===== config.mk =====
export PLATFORM = sky130hd
export DESIGN_NAME = dual_actuator_sync_controller
export DESIGN_NICKNAME = d
export VERILOG_FILES = /design/src/dasc_pkg.sv /design/src/dasc_regs.sv /design/src/dasc_ctrl.sv /design/src/dasc_datapath.sv /design/src/dual_actuator_sync_controller.sv
export SDC_FILE = /design/constraint.sdc
export NUM_CORES = 2
export LEC_CHECK = 0
export ABC_AREA = 0
export BUFFER_PORTS_ARGS = -buffer_cell sky130_fd_sc_hd__buf_2
export CORE_MARGIN = 3
export CORE_UTILIZATION = 50
export DETAILED_ROUTE_END_ITERATION = 8
export PLACE_DENSITY = 0.72
export SLEW_MARGIN = 20
export SYNTH_ARGS = -nofsm -noshare
export SYNTH_HDL_FRONTEND = slang
export SYNTH_SLANG_ARGS = --single-unit

===== constraint.sdc =====
create_clock -name clk -period 11.1 [get_ports clk]
set_clock_uncertainty 0.1 [all_clocks]
set_input_delay 2.775 -clock clk [delete_from_list [all_inputs] [get_ports clk]]
set_output_delay 2.775 -clock clk [all_outputs]
set_load 0.01 [all_outputs]

===== src/dasc_pkg.sv =====
// dasc_pkg: shared widths, codes, types and helpers for the actuator sync controller
// depends on nothing; imported by every module of the block
package dasc_pkg;

    localparam int POS_W      = 32;
    localparam int DUTY_FRAC  = 14;
    localparam int CORR_FRAC  = 24;
    localparam int GAIN_W     = 16;
    localparam int BAND_W     = 31;
    localparam int DUTY_W     = 16;
    localparam int MODE_W     = 2;
    localparam int DIR_W      = 2;
    localparam int CFG_DATA_W = 32;
    localparam int CFG_ADDR_W = 4;
    localparam int REG_IDX_W  = 2;

    localparam int IN_DATA_W  = 72;
    localparam int OUT_DATA_W = 40;

    localparam int PROD_W     = GAIN_W + POS_W;
    localparam int CORR_SHIFT = CORR_FRAC - DUTY_FRAC;
    localparam int F24_W      = CORR_FRAC + 1;
    localparam int F_W        = F24_W - CORR_SHIFT;
    localparam int CAP_W      = CORR_FRAC + 2;
    localparam int TT_W       = 15;
    localparam int CM_PROD_W  = CAP_W + TT_W;
    localparam int CM_SHIFT   = CORR_FRAC + 16 - DUTY_FRAC;
    localparam int CM_W       = CM_PROD_W - CM_SHIFT;

    localparam logic [TT_W-1:0]   THREE_TENTHS = TT_W'(19661);
    localparam logic [PROD_W-1:0] CORR_UNIT    = PROD_W'(1) << CORR_FRAC;
    localparam logic [PROD_W-1:0] CORR_CAP     = PROD_W'(2) << CORR_FRAC;
    localparam logic [CM_W-1:0]   CM_HALF      = CM_W'(1) << (DUTY_FRAC - 1);

    localparam logic [GAIN_W-1:0] PROP_GAIN_RST  = GAIN_W'(384);
    localparam logic [GAIN_W-1:0] DERIV_GAIN_RST = GAIN_W'(102);
    localparam logic [BAND_W-1:0] DEAD_BAND_RST  = BAND_W'(3277);

    localparam logic [REG_IDX_W-1:0] REG_PROP_GAIN  = 2'd0;
    localparam logic [REG_IDX_W-1:0] REG_DERIV_GAIN = 2'd1;
    localparam logic [REG_IDX_W-1:0] REG_DEAD_BAND  = 2'd2;

    localparam logic [MODE_W-1:0] MODE_PLAIN = 2'd0;
    localparam logic [MODE_W-1:0] MODE_SLOW  = 2'd1;
    localparam logic [MODE_W-1:0] MODE_IDLE  = 2'd2;

    localparam logic CMD_SAMPLE  = 1'b0;
    localparam logic CMD_CONTROL = 1'b1;

    typedef logic signed [POS_W-1:0]  pos_t;
    typedef logic signed [DUTY_W-1:0] duty_t;

    typedef struct packed {
        logic [GAIN_W-1:0] prop_gain;
        logic [GAIN_W-1:0] deriv_gain;
        logic [BAND_W-1:0] dead_band;
    } cfg_t;

    typedef struct packed {
        logic sample_load;
        logic ctrl_load;
        logic err_en;
        logic rate_en;
        logic mul_en;
        logic mul2_en;
        logic out_load;
    } ctl_t;

    function automatic pos_t sat_pos(input logic signed [POS_W:0] x);
        pos_t r;
        if (x[POS_W] != x[POS_W-1])
            r = x[POS_W] ? {1'b1, {(POS_W-1){1'b0}}} : {1'b0, {(POS_W-1){1'b1}}};
        else
            r = x[POS_W-1:0];
        return r;
    endfunction

    function automatic logic [POS_W-1:0] abs_pos(input pos_t x);
        logic [POS_W:0] ext;
        logic [POS_W:0] neg;
        ext = {x[POS_W-1], x};
        neg = -ext;
        return x[POS_W-1] ? neg[POS_W-1:0] : x;
    endfunction

endpackage


===== src/dasc_regs.sv =====
// dasc_regs: apb configuration registers (gains and deadband)
// depends on dasc_pkg
module dasc_regs (
    input  logic                           clk,
    input  logic                           rst_n,
    input  logic                           psel,
    input  logic                           penable,
    input  logic                           pwrite,
    input  logic [dasc_pkg::CFG_ADDR_W-1:0] paddr,
    input  logic [dasc_pkg::CFG_DATA_W-1:0] pwdata,
    output logic [dasc_pkg::CFG_DATA_W-1:0] prdata,
    output logic                           pready,
    output dasc_pkg::cfg_t                 cfg
);
    import dasc_pkg::*;

    logic [GAIN_W-1:0]    prop_gain_reg;
    logic [GAIN_W-1:0]    deriv_gain_reg;
    logic [BAND_W-1:0]    dead_band_reg;
    logic [REG_IDX_W-1:0] idx;
    logic                 wr;

    assign idx    = paddr[CFG_ADDR_W-1:2];
    assign wr     = psel && penable && pwrite && pready;
    assign pready = 1'b1;

    always_ff @(posedge clk or negedge rst_n)
    begin
        if (!rst_n)
        begin
            prop_gain_reg  <= PROP_GAIN_RST;
            deriv_gain_reg <= DERIV_GAIN_RST;
            dead_band_reg  <= DEAD_BAND_RST;
        end
        else if (wr)
        begin
            case (idx)
                REG_PROP_GAIN:  prop_gain_reg  <= pwdata[GAIN_W-1:0];
                REG_DERIV_GAIN: deriv_gain_reg <= pwdata[GAIN_W-1:0];
                REG_DEAD_BAND:  dead_band_reg  <= pwdata[BAND_W-1:0];
                default:        ;
            endcase
        end
    end

    always_comb
    begin
        case (idx)
            REG_PROP_GAIN:  prdata = CFG_DATA_W'(prop_gain_reg);
            REG_DERIV_GAIN: prdata = CFG_DATA_W'(deriv_gain_reg);
            REG_DEAD_BAND:  prdata = CFG_DATA_W'(dead_band_reg);
            default:        prdata = '0;
        endcase
    end

    assign cfg.prop_gain  = prop_gain_reg;
    assign cfg.deriv_gain = deriv_gain_reg;
    assign cfg.dead_band  = dead_band_reg;

endmodule


===== src/dasc_ctrl.sv =====
// dasc_ctrl: sequencer for the sync datapath and output word handshake
// depends on dasc_pkg
module dasc_ctrl (
    input  logic           clk,
    input  logic           rst_n,
    input  logic           s_tvalid,
    input  logic           s_cmd,
    input  logic           m_tready,
    output logic           s_tready,
    output logic           m_tvalid,
    output dasc_pkg::ctl_t ctl
);
    import dasc_pkg::*;

    typedef enum logic [2:0] {
        ST_IDLE,
        ST_ERR,
        ST_RATE,
        ST_MUL,
        ST_MUL2,
        ST_FIN
    } state_t;

    state_t state_reg;
    logic   m_tvalid_reg;
    logic   accept;
    logic   load_out;

    assign s_tready = (state_reg == ST_IDLE);
    assign accept   = s_tvalid && s_tready;
    assign load_out = (state_reg == ST_FIN) && (!m_tvalid_reg || m_tready);
    assign m_tvalid = m_tvalid_reg;

    always_comb
    begin
        ctl             = '0;
        ctl.sample_load = accept && (s_cmd == CMD_SAMPLE);
        ctl.ctrl_load   = accept && (s_cmd == CMD_CONTROL);
        ctl.err_en      = (state_reg == ST_ERR);
        ctl.rate_en     = (state_reg == ST_RATE);
        ctl.mul_en      = (state_reg == ST_MUL);
        ctl.mul2_en     = (state_reg == ST_MUL2);
        ctl.out_load    = load_out;
    end

    always_ff @(posedge clk or negedge rst_n)
    begin
        if (!rst_n)
        begin
            state_reg    <= ST_IDLE;
            m_tvalid_reg <= 1'b0;
        end
        else
        begin
            if (load_out)
                m_tvalid_reg <= 1'b1;
            else if (m_tready)
                m_tvalid_reg <= 1'b0;

            case (state_reg)
                ST_IDLE:
                begin
                    if (accept && (s_cmd == CMD_CONTROL))
                        state_reg <= ST_ERR;
                end
                ST_ERR:  state_reg <= ST_RATE;
                ST_RATE: state_reg <= ST_MUL;
                ST_MUL:  state_reg <= ST_MUL2;
                ST_MUL2: state_reg <= ST_FIN;
                ST_FIN:
                begin
                    if (load_out)
                        state_reg <= ST_IDLE;
                end
                default: state_reg <= ST_IDLE;
            endcase
        end
    end

endmodule


===== src/dasc_datapath.sv =====
// dasc_datapath: offset, error, rate, gain products and duty shaping
// depends on dasc_pkg; sequenced by dasc_ctrl
module dasc_datapath (
    input  logic                          clk,
    input  logic                          rst_n,
    input  dasc_pkg::ctl_t                ctl,
    input  dasc_pkg::cfg_t                cfg,
    input  dasc_pkg::pos_t                left_pos,
    input  dasc_pkg::pos_t                right_pos,
    input  logic signed [dasc_pkg::DIR_W-1:0] direction,
    output dasc_pkg::duty_t               left_drive,
    output dasc_pkg::duty_t               right_drive,
    output logic [dasc_pkg::MODE_W-1:0]   sync_mode
);
    import dasc_pkg::*;

    pos_t                   diff_reg;
    pos_t                   offset_reg;
    logic                   latched_reg;
    pos_t                   last_err_reg;
    logic signed [DIR_W-1:0] dir_reg;
    pos_t                   err_reg;
    pos_t                   rate_reg;
    logic [POS_W-1:0]       emag_reg;
    logic [PROD_W-1:0]      p_reg;
    logic [PROD_W-1:0]      q_reg;
    logic                   band_reg;
    logic [F_W-1:0]         f_reg;
    logic [CM_PROD_W-1:0]   cm_prod_reg;
    duty_t                  left_drive_reg;
    duty_t                  right_drive_reg;
    logic [MODE_W-1:0]      mode_reg;

    pos_t                   sample_diff;
    logic [PROD_W-1:0]      corr;
    logic [F24_W-1:0]       f24;
    logic [CAP_W-1:0]       pm;
    logic [CM_W-1:0]        cm;
    logic [CM_W-1:0]        cm_cap;
    duty_t                  half_mag;
    duty_t                  unit_duty;
    duty_t                  slowed;
    duty_t                  left_next;
    duty_t                  right_next;
    logic [MODE_W-1:0]      mode_next;
    logic                   err_pos;
    logic                   right_slow;

    assign sample_diff = sat_pos({right_pos[POS_W-1], right_pos} - {left_pos[POS_W-1], left_pos});

    // state that persists across items
    always_ff @(posedge clk or negedge rst_n)
    begin
        if (!rst_n)
        begin
            diff_reg     <= '0;
            offset_reg   <= '0;
            latched_reg  <= 1'b0;
            last_err_reg <= '0;
        end
        else
        begin
            if (ctl.sample_load)
            begin
                diff_reg <= sample_diff;
                if (!latched_reg)
                begin
                    offset_reg  <= sample_diff;
                    latched_reg <= 1'b1;
                end
            end
            if (ctl.rate_en)
                last_err_reg <= err_reg;
        end
    end

    // corrected gain term and idle correction product
    always_comb
    begin
        corr = (p_reg > q_reg) ? (p_reg - q_reg) : '0;
        f24  = (corr >= CORR_UNIT) ? '0 : F24_W'(CORR_UNIT - corr);
        pm   = (p_reg > CORR_CAP) ? CORR_CAP[CAP_W-1:0] : p_reg[CAP_W-1:0];
    end

    always_ff @(posedge clk)
    begin
        if (ctl.ctrl_load)
            dir_reg <= (direction == -2'sd2) ? -2'sd1 : direction;
        if (ctl.err_en)
            err_reg <= sat_pos({diff_reg[POS_W-1], diff_reg} - {offset_reg[POS_W-1], offset_reg});
        if (ctl.rate_en)
        begin
            rate_reg <= sat_pos({err_reg[POS_W-1], err_reg}
                                - {last_err_reg[POS_W-1], last_err_reg});
            emag_reg <= abs_pos(err_reg);
        end
        if (ctl.mul_en)
        begin
            p_reg    <= PROD_W'(cfg.prop_gain) * PROD_W'(emag_reg);
            q_reg    <= PROD_W'(cfg.deriv_gain) * PROD_W'(abs_pos(rate_reg));
            band_reg <= emag_reg > POS_W'(cfg.dead_band);
        end
        if (ctl.mul2_en)
        begin
            f_reg       <= f24[F24_W-1:CORR_SHIFT];
            cm_prod_reg <= CM_PROD_W'(pm) * CM_PROD_W'(THREE_TENTHS);
        end
        if (ctl.out_load)
        begin
            left_drive_reg  <= left_next;
            right_drive_reg <= right_next;
            mode_reg        <= mode_next;
        end
    end

    // duty shaping
    always_comb
    begin
        unit_duty  = duty_t'(1) <<< DUTY_FRAC;
        cm         = cm_prod_reg[CM_PROD_W-1:CM_SHIFT];
        cm_cap     = (cm > CM_HALF) ? CM_HALF : cm;
        half_mag   = DUTY_W'(cm_cap >> 1);
        slowed     = (dir_reg > 0) ? DUTY_W'(f_reg) : -DUTY_W'(f_reg);
        err_pos    = !err_reg[POS_W-1] && (err_reg != '0);
        right_slow = err_pos ? (dir_reg > 0) : (dir_reg < 0);
        case (dir_reg)
            2'sd1:   left_next = unit_duty;
            -2'sd1:  left_next = -unit_duty;
            default: left_next = '0;
        endcase
        right_next = left_next;
        mode_next  = MODE_PLAIN;
        if (band_reg)
        begin
            if (dir_reg != '0)
            begin
                if (right_slow)
                    right_next = slowed;
                else
                    left_next = slowed;
                mode_next = MODE_SLOW;
            end
            else
            begin
                left_next  = err_reg[POS_W-1] ? -half_mag : half_mag;
                right_next = -left_next;
                mode_next  = MODE_IDLE;
            end
        end
    end

    assign left_drive  = left_drive_reg;
    assign right_drive = right_drive_reg;
    assign sync_mode   = mode_reg;

endmodule


===== src/dual_actuator_sync_controller.sv =====
// dual_actuator_sync_controller: top level of the paired actuator sync block
// depends on dasc_pkg, dasc_regs, dasc_ctrl, dasc_datapath
//
//  channel  | direction | word / fields (low bit up)
//  ---------+-----------+------------------------------------------------------
//  s_*      | in        | tuser: cmd; tdata: left_pos, right_pos, direction
//  m_*      | out       | tdata: left_drive, right_drive, sync_mode
//  apb      | in/out    | prop_gain @0x0, deriv_gain @0x4, dead_band @0x8
//
//  a position sample is latched when accepted and gives no output word
//  a control step runs through accept, error, rate, gain multiply,
//  correction multiply and output load, in that order
//  the output register holds a finished word while the next item is accepted;
//  a stalled output holds the next control step in its last stage
//  reset restores the register defaults and clears offset, readings and last error
module dual_actuator_sync_controller (
    input  logic                             clk,
    input  logic                             rst_n,
    input  logic                             s_tvalid,
    output logic                             s_tready,
    input  logic [dasc_pkg::IN_DATA_W-1:0]   s_tdata,  // left_pos, right_pos, direction
    input  logic                             s_tuser,  // cmd
    output logic                             m_tvalid,
    input  logic                             m_tready,
    output logic [dasc_pkg::OUT_DATA_W-1:0]  m_tdata,  // left_drive, right_drive, sync_mode
    input  logic                             psel,
    input  logic                             penable,
    input  logic                             pwrite,
    input  logic [dasc_pkg::CFG_ADDR_W-1:0]  paddr,
    input  logic [dasc_pkg::CFG_DATA_W-1:0]  pwdata,
    output logic [dasc_pkg::CFG_DATA_W-1:0]  prdata,
    output logic                             pready
);
    import dasc_pkg::*;

    cfg_t              cfg;
    ctl_t              ctl;
    duty_t             left_drive;
    duty_t             right_drive;
    logic [MODE_W-1:0] sync_mode;

    dasc_regs u_regs (
        .clk     (clk),
        .rst_n   (rst_n),
        .psel    (psel),
        .penable (penable),
        .pwrite  (pwrite),
        .paddr   (paddr),
        .pwdata  (pwdata),
        .prdata  (prdata),
        .pready  (pready),
        .cfg     (cfg)
    );

    dasc_ctrl u_ctrl (
        .clk      (clk),
        .rst_n    (rst_n),
        .s_tvalid (s_tvalid),
        .s_cmd    (s_tuser),
        .m_tready (m_tready),
        .s_tready (s_tready),
        .m_tvalid (m_tvalid),
        .ctl      (ctl)
    );

    dasc_datapath u_dp (
        .clk         (clk),
        .rst_n       (rst_n),
        .ctl         (ctl),
        .cfg         (cfg),
        .left_pos    (s_tdata[POS_W-1:0]),
        .right_pos   (s_tdata[2*POS_W-1:POS_W]),
        .direction   (s_tdata[2*POS_W+DIR_W-1:2*POS_W]),
        .left_drive  (left_drive),
        .right_drive (right_drive),
        .sync_mode   (sync_mode)
    );

    assign m_tdata = {(OUT_DATA_W-2*DUTY_W-MODE_W)'(0), sync_mode, right_drive, left_drive};

endmodule


==> results.yml <==
timing:
  timing_hold_violations_final: 0
  rsz0062_at_grt: "no"
  timing.max_slew.rel_slack_pct: 29.8
  setup_viol_count_final: 0
  fin_tns_setup_ps: 0
  final.period_utilization_pct: 87.3
  final_period_minus_worst_setup_slack_ps: 9680
  top_achievable_clock_speed_mhz: 103
  worstMarginPinSlew_ps: 1050
  finalMaxSlewViolations: 0
clock_network:
  ctsLongestPathBuffers: 3
  ctsHoldBuffers: 0
  clock_sink_count: 423
  path_clk_slew_ps: 60
  cts_resized: 0
  clock_tree_from_tritoncts: "built"
  cts_root_buf: "clkbuf_16"
  clock_insertion_delay_worst_skew_ps: 650
  tritoncts.num_buffers: 49
  post_cts_setup_buffer_count: 0
  cts_h_tree_lvls: 2
placed_design:
  hpwlAfterDp_um: 140000
  io_buffers: 173
  place.gp.congestion: 0.973
drt:
  routed-via-count: 50000
  vias_per_cell: 5.60
  wl_per_cell_um: 19.8
  final_wirelength_um: 176000
  drt.antenna.violating_nets: 0
  post-route-drc-count: 0
  drtIter0Drc: 3667
  drt_first_pass_iters: 6
synthesis:
  synth-warning-count: 0
  synth_largest_type_area_fraction_pct: 29.8
  synth.avg_cell_area_sq_um: 9.12
  synth-seq-area-share_pct: 18.3
  netlist_top_cells_area: "fa_1, edfxtp_1, ha_1"
  synth_edf_count: 259
  ys_types: 86
  mapped_cell_area_sq_mm: 0.0649
  yosys.area.top_type: "fa_1"
  synth_async_sr_flop_share_pct: 38.8
  synthesis.instances: 7117
  dominantRegCellSynth: "edfxtp_1"
  ys_ff_latch: 423
min_path:
  hp-class: "reg -> reg"
  min_delay_worst_endpoint: "u_dp.diff_reg[11]"
  worstHoldPathCells: 2
  min_from: "u_dp.diff_reg[11]"
critical_path:
  startpoint_type: "flip-flop"
  required_ps: 11380
  worstPathArrival_ps: 9970
  ws_path_type: "reg -> reg"
  worstPathBufferInverterCount: 5
  cpMaxStageDelayCell: "edfxtp_1"
  critical_path.max_stage_delay_ps: 700
  crit_path_frequent_cell: "fa_1"
  largest_delay_contributor_family_on_the_critical_path: "adder cells"
  endpoint_of_the_worst_register_to_register_path: "u_dp.q_reg[40]"
  ff2ff_setup_slack_ps: 1420
  rr_worst_depth: 31
  r2r-start: "u_dp.rate_reg[0]"
  timing.critical_path.to_type: "flip-flop"
  worst-path-max-fanout: 18
outcome:
  run_status: "finished, final reports clean"
global_route:
  grt_start_max_net_pins: 84
  grt_pass1_wl_um: 286000
  grt-ovfl-total: 0
  vias_in_the_first_global_route: 52700
  globalRouteTotalUtil_pct: 26.7
  grt_antenna_before_repair: 3
die:
  rows: 131
  die_area_sq_mm: 0.134
  initial_core_util_pct: 50.7
  die_height_um: 366
  io_count: 191
  floorplan.die.width_um: 366
  core_area_sq_mm: 0.128
cells_and_area:
  nNetsFinal: 8840
  antenna_cells: 0
  syn_to_final_growth_pct: 6.78
  most-common-layout-cells: "inv_1, fa_1, nand2_1"
  commonest_non_fill_non_tap_cell_in_the_layout: "inv_1"
  layout-drive-gt1-share_pct: 6.51
run:
  max_cap_violations: 0
[cells by family (layout without fill, tap and decap cells)]
group | count (synthesis) | after routing | synth area share (%)
AND/OR/NAND/NOR | 2038 | 2038 | 15.1
buffers and inverters | 1622 | 1693 | 9.44
adder cells (fa/ha/maj) | 1586 | 1586 | 41.7
AO/OA/AOI/OAI | 1076 | 1076 | 10.2
flip-flops | 423 | 423 | 18.3
XOR/XNOR | 294 | 294 | 3.97
multiplexers | 76 | 76 | 1.28
other | 2 | 8 | 0.0116
[cell type report]
| cell class | instances | area (sq um) |
|---|---|---|
| sequential | 423 | 11900 |
| tap | 1729 | 2160 |
| multi-input combinational | 5078 | 47000 |
| clock inverter | 34 | 430 |
| timing repair buffer | 265 | 1560 |
| fill | 11600 | 58800 |
| inverter | 1337 | 5020 |
| clock buffer | 57 | 1260 |
[cell usage after synthesis, types with 51 or more instances]
cell,n
inv_1,1335
fa_1,968
nand2_1,964
ha_1,602
and2_1,412
a21oi_1,316
o21ai_0,297
clkbuf_1,264
edfxtp_1,259
xnor2_1,211
nor2_1,207
dfrtp_1,151
a21o_1,111
xor2_1,83
nand3_1,65
nor3_1,59
nand2b_1,56
mux2_2,51
[worst min-delay path, stage by stage, from the launching register on]
cell,delay (ps)
dfrtp_1,350
nand2_1,50
nand2_1,50
[through the flow]
stage               setup WS [ps]  util (%)  std cells  instance area, sq um  hold slack [ps]
floorplan                    2270         -       7123                 65000              350
global placement             1340      52.8       8832                 67600              364
detailed placement           1330      52.8       8832                 67600              369
CTS                          1330      54.1       8923                 69300              384
global route                  880      54.1       8923                 69300              399
finish                       1420      54.1       8923                 69300              383
[metal layers]
layer	track usage [%]	share of wire, %	vias up
met1	35.0	42	24900
met2	43.8	46	1930
met4	12.9	5.8	0
li1	-	-	22800
met3	3.46	6.7	359
met5	0.356	0	-
[worst max-delay path by stage]
stage                startpoint              to  slack (ps)  cells past startpoint
2_1_floorplan  u_dp.rate_reg[0]  u_dp.q_reg[40]        2270                     33
3_3_place_gp   u_dp.rate_reg[0]  u_dp.q_reg[40]        1340                     31
3_5_place_dp   u_dp.rate_reg[0]  u_dp.q_reg[40]        1330                     31
4_1_cts        u_dp.rate_reg[0]  u_dp.q_reg[40]        1330                     31
5_1_grt        u_dp.rate_reg[0]  u_dp.q_reg[45]         880                     34
6_report       u_dp.rate_reg[0]  u_dp.q_reg[40]        1420                     31
Power is left out: the tool's default activity adds up to more than one toggle a clock period on the data nets, which glitch-free logic cannot reach.
